File: src/hw/rtl/ipv4dq_pkg.sv
// Shared types and constants of the dotted-quad checker.
package ipv4dq_pkg;

   localparam int PART_COUNT = 4;
   localparam int PART_IDX_W = $clog2(PART_COUNT);
   localparam logic [PART_IDX_W-1:0] PART_LAST = PART_IDX_W'(PART_COUNT - 1);

   localparam int VALUE_W = 9;
   localparam int PROD_W  = 12;
   localparam logic [VALUE_W-1:0] VALUE_SAT = 9'd256;
   localparam logic [PROD_W-1:0]  PROD_SAT  = 12'd256;

   localparam logic [7:0] CHAR_ZERO  = 8'h30;
   localparam logic [7:0] CHAR_NINE  = 8'h39;
   localparam logic [7:0] CHAR_DOT   = 8'h2E;
   localparam logic [7:0] CHAR_SPACE = 8'h20;
   localparam logic [7:0] CHAR_TAB   = 8'h09;
   localparam logic [7:0] CHAR_CR    = 8'h0D;

   localparam int QUEUE_DEPTH = 2;
   localparam int QUEUE_PTR_W = $clog2(QUEUE_DEPTH);
   localparam int QUEUE_CNT_W = $clog2(QUEUE_DEPTH + 1);

   localparam int CSR_ADDR_W = 4;
   localparam int CSR_DATA_W = 32;

   localparam logic [1:0] REG_STRICT_MODE       = 2'd0;
   localparam logic [1:0] REG_ALLOW_PADDING     = 2'd1;
   localparam logic [1:0] REG_ALLOW_EMPTY_PARTS = 2'd2;
   localparam logic [1:0] REG_PAD_CHAR          = 2'd3;

   typedef struct packed {
      logic       strict_mode;
      logic       allow_padding;
      logic       allow_empty_parts;
      logic [7:0] pad_char;
   } cfg_type;

   typedef enum logic [2:0] {
      CLS_DIGIT,
      CLS_DOT,
      CLS_PAD,
      CLS_OTHER,
      CLS_END
   } cls_type;

   typedef struct packed {
      cls_type    cls;
      logic [3:0] digit;
   } item_type;

   typedef struct packed {
      logic                   full;
      logic [QUEUE_CNT_W-1:0] count;
   } queue_status_type;

   typedef struct packed {
      logic               pop_end;
      logic [VALUE_W-1:0] part_value;
   } back_status_type;

   typedef enum logic [2:0] {
      PH_BEFORE = 3'b001,
      PH_DIGITS = 3'b010,
      PH_AFTER  = 3'b100
   } phase_type;

endpackage

File: src/hw/rtl/ipv4dq_back.sv
// Back end: runs the per-string parse and holds the response register.
module ipv4dq_back import ipv4dq_pkg::*; (
   input  logic            clock,
   input  logic            reset,
   input  cfg_type         cfg,
   input  logic            in_valid,
   input  item_type        in_item,
   output logic            pop,
   input  logic            rsp_stall,
   output logic            rsp_valid,
   output logic            rsp_valid_res,
   output back_status_type status
);

   phase_type              phase_ff, phase_in;
   logic [PART_IDX_W-1:0]  part_idx_ff, part_idx_in;
   logic [VALUE_W-1:0]     part_value_ff, part_value_in;
   logic                   digit_seen_ff, digit_seen_in;
   logic                   failed_ff, failed_in;
   logic                   rsp_valid_ff, rsp_valid_in;
   logic                   rsp_res_ff, rsp_res_in;

   logic                   is_end;
   logic                   part_ok;
   logic [PROD_W-1:0]      value_ext;
   logic [PROD_W-1:0]      prod;

   always_comb begin
      is_end = (in_item.cls == CLS_END);
      // An end request needs the response register free or being drained.
      pop = in_valid && (!is_end || !rsp_valid_ff || !rsp_stall);

      if (cfg.strict_mode) begin
         part_ok = digit_seen_ff;
      end else begin
         part_ok = (digit_seen_ff || cfg.allow_empty_parts) && !part_value_ff[VALUE_W-1];
      end

      value_ext = {{(PROD_W - VALUE_W){1'b0}}, part_value_ff};
      prod      = (value_ext << 3) + (value_ext << 1) + {{(PROD_W - 4){1'b0}}, in_item.digit};

      phase_in      = phase_ff;
      part_idx_in   = part_idx_ff;
      part_value_in = part_value_ff;
      digit_seen_in = digit_seen_ff;
      failed_in     = failed_ff;
      rsp_res_in    = rsp_res_ff;
      rsp_valid_in  = rsp_valid_ff && rsp_stall;

      if (pop) begin
         if (is_end) begin
            rsp_valid_in  = 1'b1;
            rsp_res_in    = !failed_ff && (part_idx_ff == PART_LAST) && part_ok;
            phase_in      = PH_BEFORE;
            part_idx_in   = '0;
            part_value_in = '0;
            digit_seen_in = 1'b0;
            failed_in     = 1'b0;
         end else if (!failed_ff) begin
            unique case (in_item.cls)
               CLS_DIGIT: begin
                  if (phase_ff == PH_AFTER) begin
                     failed_in = 1'b1;
                  end else begin
                     part_value_in = (prod > PROD_SAT) ? VALUE_SAT : prod[VALUE_W-1:0];
                     phase_in      = PH_DIGITS;
                     digit_seen_in = 1'b1;
                  end
               end
               CLS_DOT: begin
                  if ((part_idx_ff == PART_LAST) || !part_ok) begin
                     failed_in = 1'b1;
                  end else begin
                     part_idx_in   = part_idx_ff + 1'b1;
                     phase_in      = PH_BEFORE;
                     part_value_in = '0;
                     digit_seen_in = 1'b0;
                  end
               end
               CLS_PAD: begin
                  if (phase_ff == PH_DIGITS) begin
                     phase_in = PH_AFTER;
                  end
               end
               default: begin
                  failed_in = 1'b1;
               end
            endcase
         end
      end
   end

   always_ff @(posedge clock) begin
      if (reset) begin
         phase_ff      <= PH_BEFORE;
         part_idx_ff   <= '0;
         part_value_ff <= '0;
         digit_seen_ff <= 1'b0;
         failed_ff     <= 1'b0;
         rsp_valid_ff  <= 1'b0;
      end else begin
         phase_ff      <= phase_in;
         part_idx_ff   <= part_idx_in;
         part_value_ff <= part_value_in;
         digit_seen_ff <= digit_seen_in;
         failed_ff     <= failed_in;
         rsp_valid_ff  <= rsp_valid_in;
      end
   end

   always_ff @(posedge clock) begin
      rsp_res_ff <= rsp_res_in;
   end

   assign rsp_valid         = rsp_valid_ff;
   assign rsp_valid_res     = rsp_res_ff;
   assign status.pop_end    = pop && is_end;
   assign status.part_value = part_value_ff;

endmodule
File: config.mk
export PLATFORM = sky130hd
export DESIGN_NAME = ipv4dq_back
export DESIGN_NICKNAME = d
export VERILOG_FILES = /design/src/hw/rtl/ipv4dq_pkg.sv /design/src/hw/rtl/ipv4dq_back.sv
export SDC_FILE = /design/constraint.sdc
export NUM_CORES = 1
export LEC_CHECK = 0
export ABC_AREA = 1
export BUFFER_PORTS_ARGS = -buffer_cell sky130_fd_sc_hd__buf_2
export CAP_MARGIN = 10
export CORE_ASPECT_RATIO = 2
export CORE_MARGIN = 5
export CORE_UTILIZATION = 25
export CTS_BUF_LIST = sky130_fd_sc_hd__clkbuf_2
export CTS_CLUSTER_SIZE = 16
export DETAILED_ROUTE_END_ITERATION = 6
export GPL_TIMING_DRIVEN = 0
export HOLD_SLACK_MARGIN = 0.15
export SLEW_MARGIN = 30
export SYNTH_ARGS = -nofsm -noshare
export SYNTH_HDL_FRONTEND = slang
export SYNTH_SLANG_ARGS = --single-unit
export TNS_END_PERCENT = 100
File: constraint.sdc
create_clock -name clock -period 2.8 [get_ports clock]
set_input_delay 0.84 -clock clock [delete_from_list [all_inputs] [get_ports clock]]
set_output_delay 0.84 -clock clock [all_outputs]
set_load 0.02 [all_outputs]
# Word-level counts from Yosys, hierarchy flattened
# Index checks and enable logic that the tools add are counted.
[totals]
reg_bits = 18
out_inout_bits = 13
wordCells = 75
[op_classes]
reduce_logical = 24
eq_ne = 11
n_lt_le_gt_ge = 1
add_sub_neg = 3
n_mux = 29
[op_table]
columns = ["op", "n"]
rows = [
  ["9-bit 2-to-1 mux", 5],
  ["9-bit one-hot mux with 2 select lines", 1],
  ["3-bit 2-to-1 mux", 5],
  ["12-bit by 10-bit adder with 12-bit output", 1],
  ["12-bit by 4-bit adder with 12-bit output", 1],
  ["12-bit by 9-bit greater-than comparator with 1-bit output, second input constant", 1],
  ["1-bit 2-to-1 mux", 11],
  ["3-bit != test, second input constant", 3],
  ["3-bit one-hot mux with 3 select lines", 1],
  ["2-bit 2-to-1 mux", 4],
  ["3-bit by 2-bit equality test with 1-bit output, second input constant", 2],
  ["3-bit equality test, second input constant", 2],
  ["1-bit logical AND", 6],
  ["1-bit zero test", 6],
  ["6-bit AND reduction", 1],
  ["5-bit AND reduction", 1],
  ["1-bit logical OR", 4],
  ["4-bit AND reduction", 1],
  ["4-bit nonzero test", 1],
  ["3-bit by 1-bit equality test with 1-bit output, second input constant", 1],
  ["3-bit zero test", 1],
  ["1-bit one-hot mux with 3 select lines", 1],
  ["3-bit nonzero test", 1],
  ["2-bit by 1-bit adder with 2-bit output, second input constant", 1],
  ["other kinds (6)", 6],
]

# Longest topological paths before layout
# Gate-level depths: netlist (run 1).
[logic_depth]
ltp_word = 9
depth_mapped = 16

# Least setup slack after synthesis (run 1)
# No wires, ideal clock.
[synth_path]
path_kind = "in2reg"
start = "in in_item[3] (netlist name)"
end = "reg part_value_ff[8]"
slack_ns = -0.024
cell_stages = 12
setup_time_ns = 0.132
t_arrival_ns = 2.692
n_path_buf = 0
path_cell_list = "inv_1 > fa_1 > fa_1 > nand3b_1 > nand2_1 > nand3_1 > nand3_1 > nand2_1 > nor2_4 > nand2_1 > nand2_1 > a21oi_1"
[synth_via]
elab_chain_len = 7
[synth_rtl]
columns = ["item", "line", "text"]
rows = [
  ["from (decl)", "ipv4dq_back.sv:7", "input item_type in_item,"],
  ["12-bit by 4-bit adder with 12-bit output *", "ipv4dq_back.sv:40", "prod = (value_ext << 3) + (value_ext << 1) + {{(PROD_W - 4){1'b0}}, in_item.digit};"],
  ["12-bit by 9-bit greater-than comparator with 1-bit output", "ipv4dq_back.sv:65", "part_value_in = (prod > PROD_SAT) ? VALUE_SAT : prod[VALUE_W-1:0];"],
  ["9-bit 2-to-1 mux *", "ipv4dq_back.sv:65", ""],
  ["9-bit 2-to-1 mux *", "ipv4dq_back.sv:62", "if (phase_ff == PH_AFTER) begin"],
  ["9-bit one-hot mux with 2 select lines *", "ipv4dq_back.sv:60", "unique case (in_item.cls)"],
  ["9-bit 2-to-1 mux *", "ipv4dq_back.sv:59", "end else if (!failed_ff) begin"],
  ["9-bit 2-to-1 mux *", "ipv4dq_back.sv:51", "if (is_end) begin"],
  ["to (signal assigned)", "ipv4dq_back.sv:104", "part_value_ff <= part_value_in;"],
  ["to (decl)", "ipv4dq_back.sv:17", "logic [VALUE_W-1:0] part_value_ff, part_value_in;"],
]
# Mark *: on every way between the ends. The rest lies on a longest branch, timed or not. The select of a mux whose other input is x is not followed.
# A chain may end at the register's enable or synchronous reset.

# Worst setup path after layout (run 1)
[layout_path]
start = "in in_item[3] (netlist name)"
end = "reg part_value_ff[7]"
# The elaborated chain is that of the path after synthesis.

==> results of run 1 <==
## sequential cells by signal (all words and copies together), names as in the netlist
register,cells
rsp_valid,1
phase_ff,3
part_idx_ff,2
part_value_ff,9
digit_seen_ff,1
failed_ff,1
rsp_valid_res,1
## where the power goes
part | internal [mW] | switching (mW)
Sequential | 0.265 | 0.00585
Combinational | 0.0347 | 0.0569
Clock | 0.0310 | 0.0832
## how the worst min path moves through the flow
stage                                             to  slack [ns]  cells after the start
after CTS                 digit_seen_ff$_SDFFE_PP0P_        0.48                      2
final                     digit_seen_ff$_SDFFE_PP0P_        0.47                      2
after global routing      digit_seen_ff$_SDFFE_PP0P_        0.50                      2
after global placement    digit_seen_ff$_SDFFE_PP0P_        0.45                      2
after detailed placement  digit_seen_ff$_SDFFE_PP0P_        0.46                      2
after floorplan           digit_seen_ff$_SDFFE_PP0P_        0.44                      2
## tightest hold or removal path: stages (launching register included)
cell     delay (ns)
dfxtp_1        0.35
nand2_1        0.06
a21oi_1        0.05
## synth_stat cells, drive strengths merged
master  number
nand2       65
buf          2
dfxtp       17
xnor2        1
or2          1
o21bai       1
nand3       19
edfxtp       1
a21oi       22
nor3         3
o211a        1
nor2        27
o21ai        3
o31ai        1
o21a         1
clkbuf       1
nand4       11
inv         43
ha          18
and2         1
a211oi       1
fa           2
nand3b       2
## routing by layer
| metal | vias to the layer above | GRT usage [%] | part of all wire (%) |
|---|---|---|---|
| met5 | - | 0 | 0 |
| li1 | 845 | - | - |
| met4 | 0 | 3.81 | 1.8 |
| met1 | 758 | 9.99 | 35 |
| met3 | 7 | 0.722 | 2.3 |
| met2 | 17 | 21.4 | 60 |
## cells by family (layout without fill, tap and decap cells)
family | Yosys count | in the layout | synth area share, %
buffers and inverters | 46 | 74 | 11.1
AND/OR/NAND/NOR | 129 | 130 | 38.9
adder cells (fa/ha/maj) | 20 | 20 | 16.3
XOR/XNOR | 1 | 1 | 0.539
flip-flops | 18 | 18 | 22.8
AO/OA/AOI/OAI | 30 | 30 | 10.4
## stage by stage
step           util (%)  hold slack [ns]  cell area [sq um]
6_report           30.5            0.474               1930
5_1_grt            30.5            0.498               1930
4_1_cts            29.9            0.482               1890
3_5_place_dp       29.4            0.460               1850
3_3_place_gp       29.4            0.454               1850
2_1_floorplan         -            0.440               1630
## placed cells by master (no fill, tap or decap), drive strengths merged
cell     n
a211oi   1
a21oi   22
and2     1
buf     26
clkbuf   4
clkinv   1
dfxtp   17
edfxtp   1
fa       2
ha      18
inv     43
nand2   65
nand3   19
nand3b   2
nand4   11
nor2    28
nor3     3
o211a    1
o21a     1
o21ai    3
o21bai   1
o31ai    1
or2      1
xnor2    1
## area by class of cell
cell class / instances / share of cell area, %
Multi-Input combinational cell: 181 / 58.6
Clock buffer: 3 / 0.780
Timing Repair Buffer: 24 / 6.24
Clock inverter: 1 / 0.195
Sequential cell: 18 / 19.2
Tap cell: 86 / 5.59
Inverter: 43 / 8.38
Buffer: 3 / 0.975
## repair_timing
| action | 4_1_cts | 5_1_grt |
|---|---|---|
| pin swaps | 1 | 8 |
| setup buffers | 0 | 0 |
| endpoints found under the setup margin | 1 | 9 |
| resized for setup | 3 | 6 |
| cloned | 1 | 0 |
==> results.toml, run 1 <==
[cts]
cts_made_buffers = 3
cts_hold_buf = 0
clk_latency_ns = 0.31
tritoncts = "built"
clockBufferDepth = 2
htree_num_levels = 1
root_buffer = "clkbuf_2"
path_clk_slew_ns = 0.17
cts.sinks = 18

[critical_path]
reg2reg_depth = 13
r2r-start = "part_value_ff[2]$_SDFFE_PP0P_"
critPathCaptureType = "flip-flop"
rr_endpoint = "part_value_ff[7]$_SDFFE_PP0P_"
path_cells = "buf_2 -> inv_1 -> fa_1 -> fa_2 -> nand3b_1 -> nand2_2 -> nand3_2 -> nand3_1 -> nand2_2 -> nor2_4 -> nand4_1 -> a21oi_2"
crit_type = "input port to flip-flop"
crit_top_cell = "nand2_2"
critPathArrivalTime_ns = 2.87
startpoint = "in_item[3]"
cp_max_fo = 5
crit_cells = 12
critPathBufInv = 2
slowest_delay_ns = 0.45
reg2reg_slack_ns = 0.23
worst_path_max_delay_cell = "fa_1"
crit_path_start_kind = "input port"
critPathTopFamily = "simple AND/OR/NAND/NOR gates"
crit_required_ns = 3.05
endpoint = "part_value_ff[7]$_SDFFE_PP0P_"

[status]
outcome = "finished clean"

[min_path]
hp-class = "flip-flop to flip-flop"
worstHoldStart = "digit_seen_ff$_SDFFE_PP0P_"

[synthesis]
synth.distinct_cells = 34
synth_area_leaders = "dfxtp_1 (21%), nand2_1 (14%), ha_1 (14%)"
ys_ff_latch = 18
syn_avg_cell_area_sq_um = 6.67
synth_top_area_share_pct = 20.9
yosysWarningCount = 0
syn_inst = 244
synth.cell_area_sq_um = 1630
seq_area_frac_synth_pct = 22.8
syn-num-nets = 286
synth_top_cell_by_area = "dfxtp_1"

[routing]
final_antenna_net_count = 0
num_vias = 1627
drt-total-wl_mm = 4.13
drt-initial-drc-count = 59
drtPass1Iterations = 4
drc = 0
avgViaCountPerCell = 4.53
wl_per_cell_microns = 11.5

[sta]
finalHoldViolCount = 0
finalCritPeriodShare_pct = 93.6
tns_ns = 0
drv_slew = 0
setup_ws_ns = 0.180
worst_pin_slew_ns = 0.547
slew_headroom_pct = 63.6
max_freq_ghz = 0.382
setup_violations = 0
post-route-min-period_ns = 2.62
fin_worst_skew_ns = 0.00450

[global_route]
gr-total-overflow = 0
grt_pass1_wl_mm = 6.68
track_usage_pct = 10.4
grt_pass1_vias = 1500
grt_max_degree = 11
antenna_found_initial = 0

[floorplan]
pin_count = 35
dieArea_sq_um = 8320
num_rows = 41
dieHeight_microns = 124
fp.dieW_microns = 67.0
initial_core_util_pct = 25.8
coreArea_sq_um = 6310

[cells_and_area]
syn2layout_area_growth_pct = 18.4
seq_area_sq_um = 370
final.fill_count = 716
antenna_cells = 0
drive_gt1_share_pct = 22.0
fin_cells = 359
multi_input_area_sq_um = 1130
nNetsFinal = 316

[placed_design]
place_ws_ns = -0.346
routabilityCongestion = 0.820
dp_hpwl_mm = 3.37
port_buffers = 24
dp.cells = 354

[power_and_ir_drop]
powerDensity_nw_per_um2 = 248
total_leakage_power_nw = 0.979
ir_worst_vdd_uv = 136
p_total_uw = 477

[run]
max_cap_viol_count = 0
(Power assumes the default switching activity.)
==> run 2, diff against run 1 <==
CORE_MARGIN = 2   (was 5)
CORE_UTILIZATION = 51   (was 25)
PLACE_DENSITY = 0.78   (was not set)
==> results.toml, run 2 (same netlist as run 1, synthesis figures left out) <==
[sta]
post-route-min-period_ns = 2.66
slew_headroom_pct = 70.4
max_freq_ghz = 0.377
whs_ns = 0.479
worst_pin_slew_ns = 0.445
drv_slew = 0
setup_violations = 0
finalCritPeriodShare_pct = 94.8
fin_worst_skew_ns = 0.00976
finalHoldViolCount = 0

[critical_path]
critPathCaptureType = "flip-flop"
crit_type = "input port to flip-flop"
crit_path_start_kind = "input port"
crit_required_ns = 3.06
critPathArrivalTime_ns = 2.91
cp_max_fo = 5

[cells_and_area]
largest-register = "part_value_ff"
layout_commonest_cell = "nand2_1"
nNetsFinal = 316
utilization_pct = 58.6
largest_reg_flops = 9
largestRegisters = "part_value_ff: 9 flops, phase_ff: 3 flops, part_idx_ff: 2 flops"
final.fill_count = 323
fin_cells = 304
syn2layout_area_growth_pct = 12.4
final_cell_mix = "nand2_1 (59), inv_1 (40), buf_2 (24)"
antenna_cells = 0
drive_gt1_share_pct = 20.5

[placed_design]
dp.cells = 299
routabilityCongestion = 0.862
port_buffers = 24
dp_hpwl_mm = 3.06

[floorplan]
dieArea_sq_um = 3680
initial_core_util_pct = 52.1
pin_count = 35
coreArea_sq_um = 3120
dieHeight_microns = 83.9
num_rows = 29
fp.dieW_microns = 43.9

[global_route]
antenna_found_initial = 0
gr-total-overflow = 0
grt_pass1_wl_mm = 6.13
grt_pass1_vias = 1550
track_usage_pct = 21.6
grt_max_degree = 11

[cts]
clk_latency_ns = 0.32
root_buffer = "clkbuf_2"
path_clk_slew_ns = 0.16
clockBufferDepth = 2
cts_made_buffers = 3
cts.sinks = 18
htree_num_levels = 1
tritoncts = "built"

[routing]
final_antenna_net_count = 0
drt-total-wl_mm = 3.67
num_vias = 1639
drt-initial-drc-count = 32
drc = 0
avgViaCountPerCell = 5.39
drtPass1Iterations = 4
wl_per_cell_microns = 12.1

[power_and_ir_drop]
ir_worst_vdd_uv = 244
powerDensity_nw_per_um2 = 259
total_leakage_power_nw = 0.983

[min_path]
hp-class = "flip-flop to flip-flop"

[run]
max_cap_viol_count = 0

[status]
outcome = "finished clean"
[run 2: changes by cell type in the layout (fill, tap and decap cells not counted)]
| cell | before | now |
|---|---|---|
| a21oi_1 | 20 | 21 |
| a21oi_2 | 2 | 1 |
| ha_1 | 16 | 18 |
| nand2_4 | 1 | 2 |
| ha_4 | 2 | 0 |
| nand3_1 | 15 | 16 |
| nand3_2 | 4 | 3 |
| nand2_2 | 5 | 4 |
[run 2: per-layer routing]
| metal | up-vias | global-route usage [%] | routed length, microns |
|---|---|---|---|
| met3 | 15 | 1.30 | 62 |
| met4 | 0 | 14.3 | 195 |
| li1 | 857 | - | - |
| met2 | 24 | 41.4 | 2130 |
| met5 | - | 0 | 0 |
| met1 | 743 | 19.5 | 1290 |
[run 2: area by class of cell]
cell class                      instances  area, sq um  share of cell area, %
Buffer                                  3         18.8                   1.03
Tap cell                               31         38.8                   2.12
Clock buffer                            3         15.0                  0.821
Timing Repair Buffer                   24          120                   6.57
Multi-Input combinational cell        181         1100                   60.2
Sequential cell                        18          370                   20.3
Clock inverter                          1         3.75                  0.205
Inverter                               43          161                   8.83
[run 2: final timing paths]
path	startpoint	end	slack, ns	depth (start not counted)
worst max-delay path	in_item[3]	part_value_ff[6]$_SDFFE_PP0P_	0.14	12
worst max register to register	part_value_ff[2]$_SDFFE_PP0P_	part_value_ff[6]$_SDFFE_PP0P_	0.23	11
worst min-delay path	digit_seen_ff$_SDFFE_PP0P_	digit_seen_ff$_SDFFE_PP0P_	0.48	2
worst min register to register	digit_seen_ff$_SDFFE_PP0P_	digit_seen_ff$_SDFFE_PP0P_	0.48	2
[run 2: what timing repair did]
item | CTS | global route
hold buffers | 0 | 0
buffers inserted | 0 | 0
gates resized for setup | 0 | 5
endpoints found under the setup margin | 0 | 9
[run 2: worst max-delay path: stages]
cell and delay (ns):
buf_2 0.10, inv_1 0.06, fa_1 0.45, fa_2 0.41, nand3b_1 0.21, nand2_2 0.12, nand3_1 0.10, nand3_1 0.10
nand2_2 0.11, nor2_4 0.17, nand4_1 0.12, a21oi_1 0.13
[run 2: per-stage QoR]
stage / instance area (sq um) / worst slack, ns / setup TNS [ns] / power, mW
2_1_floorplan: 1630 / 0.000944 / 0 / 0.337
3_3_place_gp: 1790 / -0.314 / -2.35 / 0.363
3_5_place_dp: 1790 / -0.336 / -2.66 / 0.365
4_1_cts: 1800 / 0.00810 / 0 / 0.475
5_1_grt: 1830 / -0.00131 / -0.00131 / 0.497
6_report: 1830 / 0.144 / 0 / 0.473
[run 2: where the power goes]
group	total (mW)	leakage, nW	internal [mW]	switching (mW)
Sequential	0.271	0.149	0.265	0.00557
Combinational	0.0893	0.820	0.0333	0.0559
Clock	0.113	0.0140	0.0310	0.0818
